## src/cct_pkg.sv

```systemverilog
package cct_pkg;

    localparam int unsigned DATA_W = 16;
    localparam int unsigned MAX_CH = 8;

    typedef enum logic [1:0] {
        KIND_TICK  = 2'd0,
        KIND_READ  = 2'd1,
        KIND_WRITE = 2'd2,
        KIND_IDLE  = 2'd3
    } t_kind;

    // register map
    localparam logic [3:0] ADDR_MODE    = 4'd0;
    localparam logic [3:0] ADDR_OUTCTL  = 4'd1;
    localparam logic [3:0] ADDR_EDGECTL = 4'd2;
    localparam logic [3:0] ADDR_IRQ_EN  = 4'd3;
    localparam logic [3:0] ADDR_FLAGS   = 4'd4;
    localparam logic [3:0] ADDR_OVF     = 4'd5;
    localparam logic [3:0] ADDR_COUNTER = 4'd6;

    // configuration register indexes
    localparam logic [1:0] CFG_PRESCALE = 2'd0;
    localparam logic [1:0] CFG_TIMER_EN = 2'd1;
    localparam logic [1:0] CFG_OVF_IRQ  = 2'd2;

    // compare output actions
    localparam logic [1:0] ACT_NONE   = 2'd0;
    localparam logic [1:0] ACT_TOGGLE = 2'd1;
    localparam logic [1:0] ACT_LOW    = 2'd2;
    localparam logic [1:0] ACT_HIGH   = 2'd3;

    // capture edge select bits
    localparam int unsigned EDGE_RISE_BIT = 0;
    localparam int unsigned EDGE_FALL_BIT = 1;

    typedef struct packed {
        logic       accept;
        logic       wr_value;
        logic       compare;
        logic [1:0] edge_sel;
        logic       rise;
        logic       fall;
        logic       advance;
    } t_ch_ctrl;

    typedef struct packed {
        logic capture;
        logic match;
    } t_ch_event;

endpackage

```

## src/cct_channel.sv

```systemverilog
module cct_channel
    import cct_pkg::*;
(
    input  logic              i_clk,
    input  logic              i_rst_n,
    input  t_ch_ctrl          i_ctrl,
    input  logic [DATA_W-1:0] i_write_data,
    input  logic [DATA_W-1:0] i_counter,
    input  logic [DATA_W-1:0] i_counter_next,
    output logic [DATA_W-1:0] o_value,
    output t_ch_event         o_event
);

    logic [DATA_W-1:0] r_value;
    logic [DATA_W-1:0] n_value;
    logic [DATA_W-1:0] w_after_wr;
    logic              w_hit;

    always_comb begin
        w_after_wr = i_ctrl.wr_value ? i_write_data : r_value;
        w_hit = i_ctrl.accept && !i_ctrl.compare &&
                ((i_ctrl.edge_sel[EDGE_RISE_BIT] && i_ctrl.rise) ||
                 (i_ctrl.edge_sel[EDGE_FALL_BIT] && i_ctrl.fall));
        // capture latches the counter from before the beat
        n_value = w_hit ? i_counter : w_after_wr;
        o_event.capture = w_hit;
        o_event.match = i_ctrl.accept && i_ctrl.advance && i_ctrl.compare &&
                        (n_value == i_counter_next);
    end

    always_ff @(posedge i_clk) begin
        if (!i_rst_n) begin
            r_value <= '0;
        end else if (i_ctrl.accept) begin
            r_value <= n_value;
        end
    end

    assign o_value = r_value;

endmodule

```

## src/capture_compare_timer.sv

```systemverilog
// channel   signals                                               direction
// in        i_in_valid / o_in_ready, i_kind, i_reg_address,       in
//           i_write_data, i_pin_levels
// out       o_out_valid / i_out_ready, o_read_data, o_pin_drive,  out
//           o_pin_driven, o_irq
// cfg       i_cfg_we, i_cfg_index, i_cfg_data                     in
//
// one beat per cycle while results are taken: each accepted beat updates the
// timer state and the result register at once, so the result shows next cycle.
// the input is ready whenever the result register is empty or being taken;
// a stalled result holds the input back only for that cycle pattern.
// synchronous active-low reset clears all state, config and the result valid.
module capture_compare_timer
    import cct_pkg::*;
#(
    parameter int unsigned CHANNELS = 8
) (
    input  logic              i_clk,
    input  logic              i_rst_n,
    input  logic              i_in_valid,
    output logic              o_in_ready,
    input  logic [1:0]        i_kind,
    input  logic [3:0]        i_reg_address,
    input  logic [DATA_W-1:0] i_write_data,
    input  logic [7:0]        i_pin_levels,
    output logic              o_out_valid,
    input  logic              i_out_ready,
    output logic [DATA_W-1:0] o_read_data,
    output logic [7:0]        o_pin_drive,
    output logic [7:0]        o_pin_driven,
    output logic              o_irq,
    input  logic              i_cfg_we,
    input  logic [1:0]        i_cfg_index,
    input  logic [2:0]        i_cfg_data
);

    localparam logic [7:0]  CH_MASK   = 8'((1 << CHANNELS) - 1);
    localparam logic [15:0] PAIR_MASK = 16'((1 << (2 * CHANNELS)) - 1);

    // configuration
    logic [2:0] r_shift;
    logic       r_timer_en;
    logic       r_ovf_irq_en;

    // state
    logic [DATA_W-1:0] r_counter, n_counter;
    logic [6:0]        r_pcount, n_pcount;
    logic [7:0]        r_mode, n_mode;
    logic [15:0]       r_outctl, n_outctl;
    logic [15:0]       r_edgectl, n_edgectl;
    logic [7:0]        r_irq_en, n_irq_en;
    logic [7:0]        r_flags, n_flags;
    logic              r_ovf, n_ovf;
    logic [7:0]        r_last, n_last;
    logic [7:0]        r_pin, n_pin;

    // result register
    logic              r_out_valid;
    logic [DATA_W-1:0] r_rd, n_rd;
    logic [7:0]        r_drive, n_drive;
    logic [7:0]        r_driven, n_driven;
    logic              r_irq, n_irq;

    logic        w_accept;
    t_kind       w_kind;
    logic        w_wr;
    logic        w_advance;
    logic [6:0]  w_last;
    logic [7:0]  w_pins;
    logic [7:0]  w_rise;
    logic [7:0]  w_fall;
    logic [7:0]  w_capture;
    logic [7:0]  w_match;
    logic [DATA_W-1:0] w_value [MAX_CH];
    t_ch_ctrl    w_ctrl [MAX_CH];
    t_ch_event   w_event [MAX_CH];

    assign o_in_ready = !r_out_valid || i_out_ready;
    assign w_accept   = i_in_valid && o_in_ready;
    assign w_kind     = t_kind'(i_kind);
    assign w_wr       = (w_kind == KIND_WRITE);

    always_comb begin
        w_pins = i_pin_levels & CH_MASK;
        w_rise = w_pins & ~r_last;
        w_fall = ~w_pins & r_last;
        w_last = (7'd1 << r_shift) - 7'd1;
        w_advance = (w_kind == KIND_TICK) && r_timer_en && (r_pcount >= w_last);
        n_counter = w_advance ? r_counter + 16'd1 : r_counter;
    end

    genvar g;
    generate
        for (g = 0; g < MAX_CH; g++) begin : g_ch
            if (g < CHANNELS) begin : g_on
                assign w_ctrl[g] = '{
                    accept:   w_accept,
                    wr_value: w_wr && (i_reg_address == 4'(8 + g)),
                    compare:  n_mode[g],
                    edge_sel: n_edgectl[2*g +: 2],
                    rise:     w_rise[g],
                    fall:     w_fall[g],
                    advance:  w_advance
                };
                cct_channel u_channel (
                    .i_clk          (i_clk),
                    .i_rst_n        (i_rst_n),
                    .i_ctrl         (w_ctrl[g]),
                    .i_write_data   (i_write_data),
                    .i_counter      (r_counter),
                    .i_counter_next (n_counter),
                    .o_value        (w_value[g]),
                    .o_event        (w_event[g])
                );
            end else begin : g_off
                assign w_ctrl[g]  = '0;
                assign w_value[g] = '0;
                assign w_event[g] = '0;
            end
            assign w_capture[g] = w_event[g].capture;
            assign w_match[g]   = w_event[g].match;
        end
    endgenerate

    always_comb begin
        n_mode    = r_mode;
        n_outctl  = r_outctl;
        n_edgectl = r_edgectl;
        n_irq_en  = r_irq_en;
        n_flags   = r_flags;
        n_ovf     = r_ovf;
        n_rd      = '0;

        if (w_kind == KIND_READ) begin
            priority if (i_reg_address[3]) begin
                n_rd = w_value[i_reg_address[2:0]];
            end else begin
                unique case (i_reg_address)
                    ADDR_MODE:    n_rd = {8'd0, r_mode};
                    ADDR_OUTCTL:  n_rd = r_outctl;
                    ADDR_EDGECTL: n_rd = r_edgectl;
                    ADDR_IRQ_EN:  n_rd = {8'd0, r_irq_en};
                    ADDR_FLAGS:   n_rd = {8'd0, r_flags};
                    ADDR_OVF:     n_rd = {15'd0, r_ovf};
                    ADDR_COUNTER: n_rd = r_counter;
                    default:      n_rd = '0;
                endcase
            end
        end

        if (w_wr) begin
            unique case (i_reg_address)
                ADDR_MODE:    n_mode    = i_write_data[7:0] & CH_MASK;
                ADDR_OUTCTL:  n_outctl  = i_write_data & PAIR_MASK;
                ADDR_EDGECTL: n_edgectl = i_write_data & PAIR_MASK;
                ADDR_IRQ_EN:  n_irq_en  = i_write_data[7:0] & CH_MASK;
                ADDR_FLAGS:   n_flags   = r_flags & ~i_write_data[7:0];
                ADDR_OVF:     n_ovf     = r_ovf & ~i_write_data[0];
                default:      ;
            endcase
        end

        // sets win over the write-one clears above
        n_flags = n_flags | w_capture | w_match;
        if (w_advance && (n_counter == '0)) begin
            n_ovf = 1'b1;
        end

        n_pcount = r_pcount;
        if ((w_kind == KIND_TICK) && r_timer_en) begin
            n_pcount = w_advance ? 7'd0 : r_pcount + 7'd1;
        end

        n_last = w_pins;

        n_pin = r_pin;
        for (int i = 0; i < MAX_CH; i++) begin
            if (w_match[i]) begin
                unique case (n_outctl[2*i +: 2])
                    ACT_TOGGLE: n_pin[i] = ~r_pin[i];
                    ACT_LOW:    n_pin[i] = 1'b0;
                    ACT_HIGH:   n_pin[i] = 1'b1;
                    ACT_NONE:   ;
                endcase
            end
        end

        for (int i = 0; i < MAX_CH; i++) begin
            n_driven[i] = n_mode[i] && (n_outctl[2*i +: 2] != ACT_NONE);
        end
        n_drive = n_pin & n_driven;
        n_irq   = ((n_flags & n_irq_en) != 8'd0) || (n_ovf && r_ovf_irq_en);
    end

    always_ff @(posedge i_clk) begin
        if (!i_rst_n) begin
            r_shift      <= '0;
            r_timer_en   <= 1'b0;
            r_ovf_irq_en <= 1'b0;
        end else if (i_cfg_we) begin
            unique case (i_cfg_index)
                CFG_PRESCALE: r_shift      <= i_cfg_data;
                CFG_TIMER_EN: r_timer_en   <= i_cfg_data[0];
                CFG_OVF_IRQ:  r_ovf_irq_en <= i_cfg_data[0];
                default:      ;
            endcase
        end
    end

    always_ff @(posedge i_clk) begin
        if (!i_rst_n) begin
            r_counter <= '0;
            r_pcount  <= '0;
            r_mode    <= '0;
            r_outctl  <= '0;
            r_edgectl <= '0;
            r_irq_en  <= '0;
            r_flags   <= '0;
            r_ovf     <= 1'b0;
            r_last    <= '0;
            r_pin     <= '0;
        end else if (w_accept) begin
            r_counter <= n_counter;
            r_pcount  <= n_pcount;
            r_mode    <= n_mode;
            r_outctl  <= n_outctl;
            r_edgectl <= n_edgectl;
            r_irq_en  <= n_irq_en;
            r_flags   <= n_flags;
            r_ovf     <= n_ovf;
            r_last    <= n_last;
            r_pin     <= n_pin;
        end
    end

    always_ff @(posedge i_clk) begin
        if (!i_rst_n) begin
            r_out_valid <= 1'b0;
        end else if (w_accept) begin
            r_out_valid <= 1'b1;
        end else if (i_out_ready) begin
            r_out_valid <= 1'b0;
        end
    end

    always_ff @(posedge i_clk) begin
        if (w_accept) begin
            r_rd     <= n_rd;
            r_drive  <= n_drive;
            r_driven <= n_driven;
            r_irq    <= n_irq;
        end
    end

    assign o_out_valid  = r_out_valid;
    assign o_read_data  = r_rd;
    assign o_pin_drive  = r_drive;
    assign o_pin_driven = r_driven;
    assign o_irq        = r_irq;

endmodule
```

## config.mk

```make
export PLATFORM = sky130hd
export DESIGN_NAME = capture_compare_timer
export DESIGN_NICKNAME = d
export VERILOG_FILES = /design/src/cct_pkg.sv /design/src/cct_channel.sv /design/src/capture_compare_timer.sv
export SDC_FILE = /design/constraint.sdc
export NUM_CORES = 1
export LEC_CHECK = 0
export ABC_AREA = 1
export BUFFER_PORTS_ARGS = -buffer_cell sky130_fd_sc_hd__buf_2
export CORE_MARGIN = 3
export CORE_UTILIZATION = 40
export DETAILED_ROUTE_END_ITERATION = 10
export RECOVER_POWER = 100
export SYNTH_ARGS = -nofsm -noshare
export SYNTH_HDL_FRONTEND = slang
export SYNTH_HIERARCHICAL = 1
export SYNTH_SLANG_ARGS = --single-unit
```

## constraint.sdc

```tcl
create_clock -name i_clk -period 4.9 [get_ports i_clk]
set_input_delay 0.49 -clock i_clk [delete_from_list [all_inputs] [get_ports i_clk]]
set_output_delay 0.49 -clock i_clk [all_outputs]
set_load 0.01 [all_outputs]
```

* Word level (Yosys, flattened, before mapping)
Cells that the tools add are included.
** Storage, ports and cells
- Register bits :: 263
- Input port bits :: 40
- Output and inout bits :: 35
- Logic and storage cells :: 264
** Cells by class
- Add/subtract/negate cells :: 3
- $lt $le $gt $ge :: 2
- Equality and inequality tests :: 50
- Shifts and indexed selects :: 1
- Multiplexer cells :: 54
- Bitwise operators :: 21
- Reductions and logical operators :: 107
** Operator list (number)
- $mux W16 :: 24
- $eq A16 B16 Y1 :: 8
- $pmux W16 S7 :: 1
- $logic_and A1 B1 Y1 :: 70
- $bmux W16 S3 :: 1
- $mux W8 :: 6
- $and A8 B8 Y8 :: 5
- $eq A2 B2 Y1 const B :: 18
- $eq A4 B4 Y1 const B :: 8
- $not A8 Y8 :: 3
- $pmux W1 S3 :: 8
- $eq A2 B1 Y1 const B :: 10
- $reduce_bool A2 Y1 :: 9
- $add A16 B1 Y16 const B :: 1
- $logic_not A16 Y1 :: 1
- $or A8 B8 Y8 :: 2
- $mux W1 :: 13
- $eq A4 B3 Y1 const B :: 3
- $logic_or A1 B1 Y1 :: 10
- $logic_not A1 Y1 :: 9
- $not A1 Y1 :: 9
- $eq A4 B2 Y1 const B :: 2
- $reduce_and A2 Y1 :: 4
- $reduce_bool A8 Y1 :: 1
- 11 further kinds :: 12

* Longest topological paths before layout
- Word-level depth :: 13
- Gate-level depth with buffers :: 30

* Hierarchy
Netlist, hierarchy kept.
** Modules (own cells, without submodules)
- cct_channel :: instances 8, cells each 276, area an instance 1502.7 um2
- capture_compare_timer :: instances 1, cells each 1215, area an instance 8240.4 um2

* Worst setup path after synthesis
OpenSTA, ideal clock, no wires.
- Kind :: input-to-reg
- From :: input port i_out_ready
- To :: register r_drive[0], in the netlist o_pin_drive[0] (data pin)
- Library setup time :: 0.255 ns
- Arrival time :: 4.089 ns
- Path slack :: 0.556 ns
- Stages :: 21
- Cells stage by stage :: inv_1 -> nand2_1 -> nand2_1 -> clkbuf_1 -> inv_1 -> clkbuf_1 -> buf_6 -> inv_6 -> nor2_8 -> nand2_4 -> buf_6 -> nand2_1 -> nand2_1 -> nand2_1 -> o21ai_1 -> nor2_1 -> nand3_1 -> nor2_1 -> nand2_1 -> xor2_1 -> and2_1
** RTL lines
- start, declared :: line capture_compare_timer.sv:27 : input logic i_out_ready,
- end signal, assigned :: line capture_compare_timer.sv:249 : r_drive <= n_drive;
- end, declared :: line capture_compare_timer.sv:60 : logic [7:0] r_drive, n_drive;

==> results.md <==
- #FFs+latches synth: 263
- 1st-pass router iterations: 6
- Wire per inst: 20.5 µm
- Dpl cells: 4,095
- Post-synth cell types: 40
- Final #Nets: 3,521
- Post-layout minimum cycle time: 4.60 ns
- CP endpoint kind: flip-flop
- Share of cells above drive strength 1: 7.49%
- Hold WC Path Type: input pin to flip-flop
- Non-Filler Instances: 4,162
- Syn nets: 3,473
- Critical path class: input pin to flip-flop
- Fmax: 217 MHz
- Ys flop type: dfxtp_1
- DIE AREA: 0.0534 mm²
- I/O Pins: 75
- Hold depth: 3
- Num CTS Buffers: 35
- Detailed Place HPWL: 60,900 µm
- Syn. warnings: 6
- Yosys top cell by area: dfxtp_1
- Unrepaired setup endpoints after global routing: false
- CTS max path bufs: 3
- Worst R2R Path Depth: 25
- Die Width: 231 µm
- Final period util: 94.0%
- Avg Inst Size Synth: 5.92 µm²
- Crit path DAT: 4.93 ns
- Area post-placement: 0.0212 mm²
- First-pass GRT wire length: 125,000 µm
- Root Driver: clkbuf_16
- GR Util All Layers: 31.2%
- RD Place Congestion: 0.989
- Most frequent cell after synthesis: nand2_1
- Post-synth ARST share: 0%
- Max rail drop VDD: 0.186 mV
- Via count: 22,500
- Initial antenna violation count: 3
- CTS tree: done
- Clock sinks: 263
- Failing checks: max-capacitance violations, max-slew violations
- Worst slew margin: -39.7%
- Seq/Total Area, Yosys: 27.6%
- Vias per cell: 5.40
- Grt ovf: 0
- Rows: 81
- Number of global-route vias before repair: 19,800
- Run status: finished with violations
- Port bufs: 74
- Clock skew after layout: 0.0288 ns
- Design Area, Final: 0.0223 mm²
- Synth top area cells: dfxtp_1 (23%), nand2_1 (15%), inv_1 (14%)
- Initial Util: 41.0%
- EDFF count, synth: 33
- # H-tree levels: 2
- Post-CTS Hold Fix Bufs: 0
- Final setup violation count: 0
- PwrDens: 303 mW/mm²
- Mapped cell area: 0.0203 mm²
- Compound-Gate Fraction of Synth Area: 21.5%
- Final hold vios: 0
- Synth Area in Adders: 0.618%
- Critical path required time: 5.23 ns
- Slew @ Worst Pin: 2.10 ns
- XOR/XNOR share of the synthesized area: 0.648%
- DR iter-0 viols: 2,673
- Cells after synthesis: 3,423
- Die height: 231 µm
- Setup total negative slack: 0 ns
- Synth top area share: 22.7%
- Mux cell area share after synthesis: 0%
- Final wirelength: 85,200 µm
- Simple-gate portion of the synthesized area: 30.9%
- Area grow syn2layout: 10.2%
- Pin count of the biggest net entering global routing: 122
- Critical path fanouts, max: 25
- # DRC: 0
- Largest family of logic cells by synthesized area: simple AND/OR/NAND/NOR gates
- Synth top cells by count: nand2_1 (833), inv_1 (729), o21ai_0 (329)
- Leak Pwr: 11.3 nW
- Clk pin slew, worst setup/hold paths: 0.06 ns
- Max-slew violations: 122
- Diode count: 0
- Antenna violation net count after detailed routing: 0
- Core ar.: 0.0495 mm²
- Clock latency on the worst-skew pair: 0.57 ns
- WHS: 0.217 ns
- CP startpoint kind: input pin
- Max Cap Violations: 1
[per-stage QoR]
stage	setup WS (ns)	power, mW	util [%]
2_1_floorplan	0.556	3.53	-
3_3_place_gp	0.312	4.07	42.9
3_5_place_dp	0.284	4.08	42.9
4_1_cts	0.260	6.76	45.3
5_1_grt	0.00313	7.06	45.2
6_report	0.296	6.77	45.2
[logic make-up after synthesis]
kind of cell    Yosys count
compound gates          786
xor+xnor                 15
fa+ha+maj                10
buf+inv                 906
flops                   263
simple gates           1443
[placed cells by master (no fill, tap or decap), types with 4 or more instances in the layout]
cell type	netlist	final
a21oi_1	205	205
a22oi_1	65	65
a31oi_1	10	10
and2_0	0	7
buf_2	40	37
buf_4	11	79
bufinv_16	0	4
clkbuf_1	63	50
clkbuf_16	0	36
clkinv_1	0	6
clkinv_2	0	6
clkinvlp_4	0	5
dfxtp_1	230	230
edfxtp_1	33	33
ha_1	10	10
inv_1	729	727
inv_2	14	11
inv_6	8	10
nand2_1	833	848
nand2_2	42	26
nand2_4	8	9
nand3_1	264	264
nand3b_1	24	24
nand4_1	8	8
nor2_1	212	205
nor2_2	7	15
nor2_8	9	8
nor3_1	22	20
o211ai_1	46	46
o21ai_0	329	346
o21ai_1	53	36
o22ai_1	60	60
o41ai_1	8	8
xnor2_1	7	7
xor2_1	8	8
[critical path: stages]
cell      delay [ns]
clkbuf_1        0.11
inv_2           0.05
nor2_1          0.80
inv_1           0.31
nor2_1          0.17
inv_1           0.10
nor2_2          0.12
buf_4           0.28
nand2_1         0.08
o21ai_0         0.13
nand2_1         0.12
nand2_1         0.31
nand2_4         0.28
inv_1           0.24
nand2_1         0.07
nand2_1         0.12
nand2_1         0.08
o21ai_1         0.07
nor2_1          0.06
nand3_1         0.06
nor2_1          0.10
nor2_1          0.27
nand2_1         0.15
nand2_1         0.10
nand4_1         0.09
nor2_1          0.11
nand2_1         0.06
[sequential cells by signal, indices dropped and copies added (netlist names), 8 cells and up]
register                     cells
o_pin_driven                     8
g_ch.g_on.u_channel/o_value    128
r_edgectl                       16
r_flags                          8
o_read_data                     16
r_pin                            8
o_pin_drive                      8
r_last                           8
r_counter                       16
r_mode                           8
r_irq_en                         8
r_outctl                        16
[metal layers]
metal / vias to the layer above / track usage, % / part of all wire (%)
li1: 11000 / - / -
met2: 1174 / 46.6 / 41
met5: - / 0 / 0.052
met4: 6 / 18.1 / 6.8
met3: 268 / 7.20 / 11
met1: 10000 / 41.1 / 41
[worst paths after layout]
path	startpoint	to	slack, ns
hold / removal	i_cfg_data[2]	r_shift[2]	0.22
setup / recovery	i_kind[1]	o_irq	0.30
hold reg to reg	r_last[2]	r_last[2]	0.47
setup reg to reg	r_shift[2]	r_pin[0]	0.49
[power by group]
group	leakage [nW]	internal (mW)	switching, mW
Sequential	2.24	2.35	0.104
Combinational	8.50	0.471	1.15
Clock	0.571	1.61	1.08
Total	11.3	4.42	2.34
[layout make-up]
| type | count | area (µm²) |
|---|---|---|
| Clock inverter | 20 | 216 |
| Fill cell | 5542 | 27100 |
| Timing Repair Buffer | 166 | 1010 |
| Multi-Input combinational cell | 2254 | 10900 |
| Tap cell | 664 | 831 |
| Inverter | 751 | 2870 |
| Sequential cell | 263 | 5600 |
| Clock buffer | 44 | 961 |
[what timing repair did]
action,in CTS,in global routing
setup endpoints to repair,0,22
gates resized for setup,0,8
endpoints found under the hold margin,0,0
setup buffers,0,3
Power figures use the tool's default switching activity.
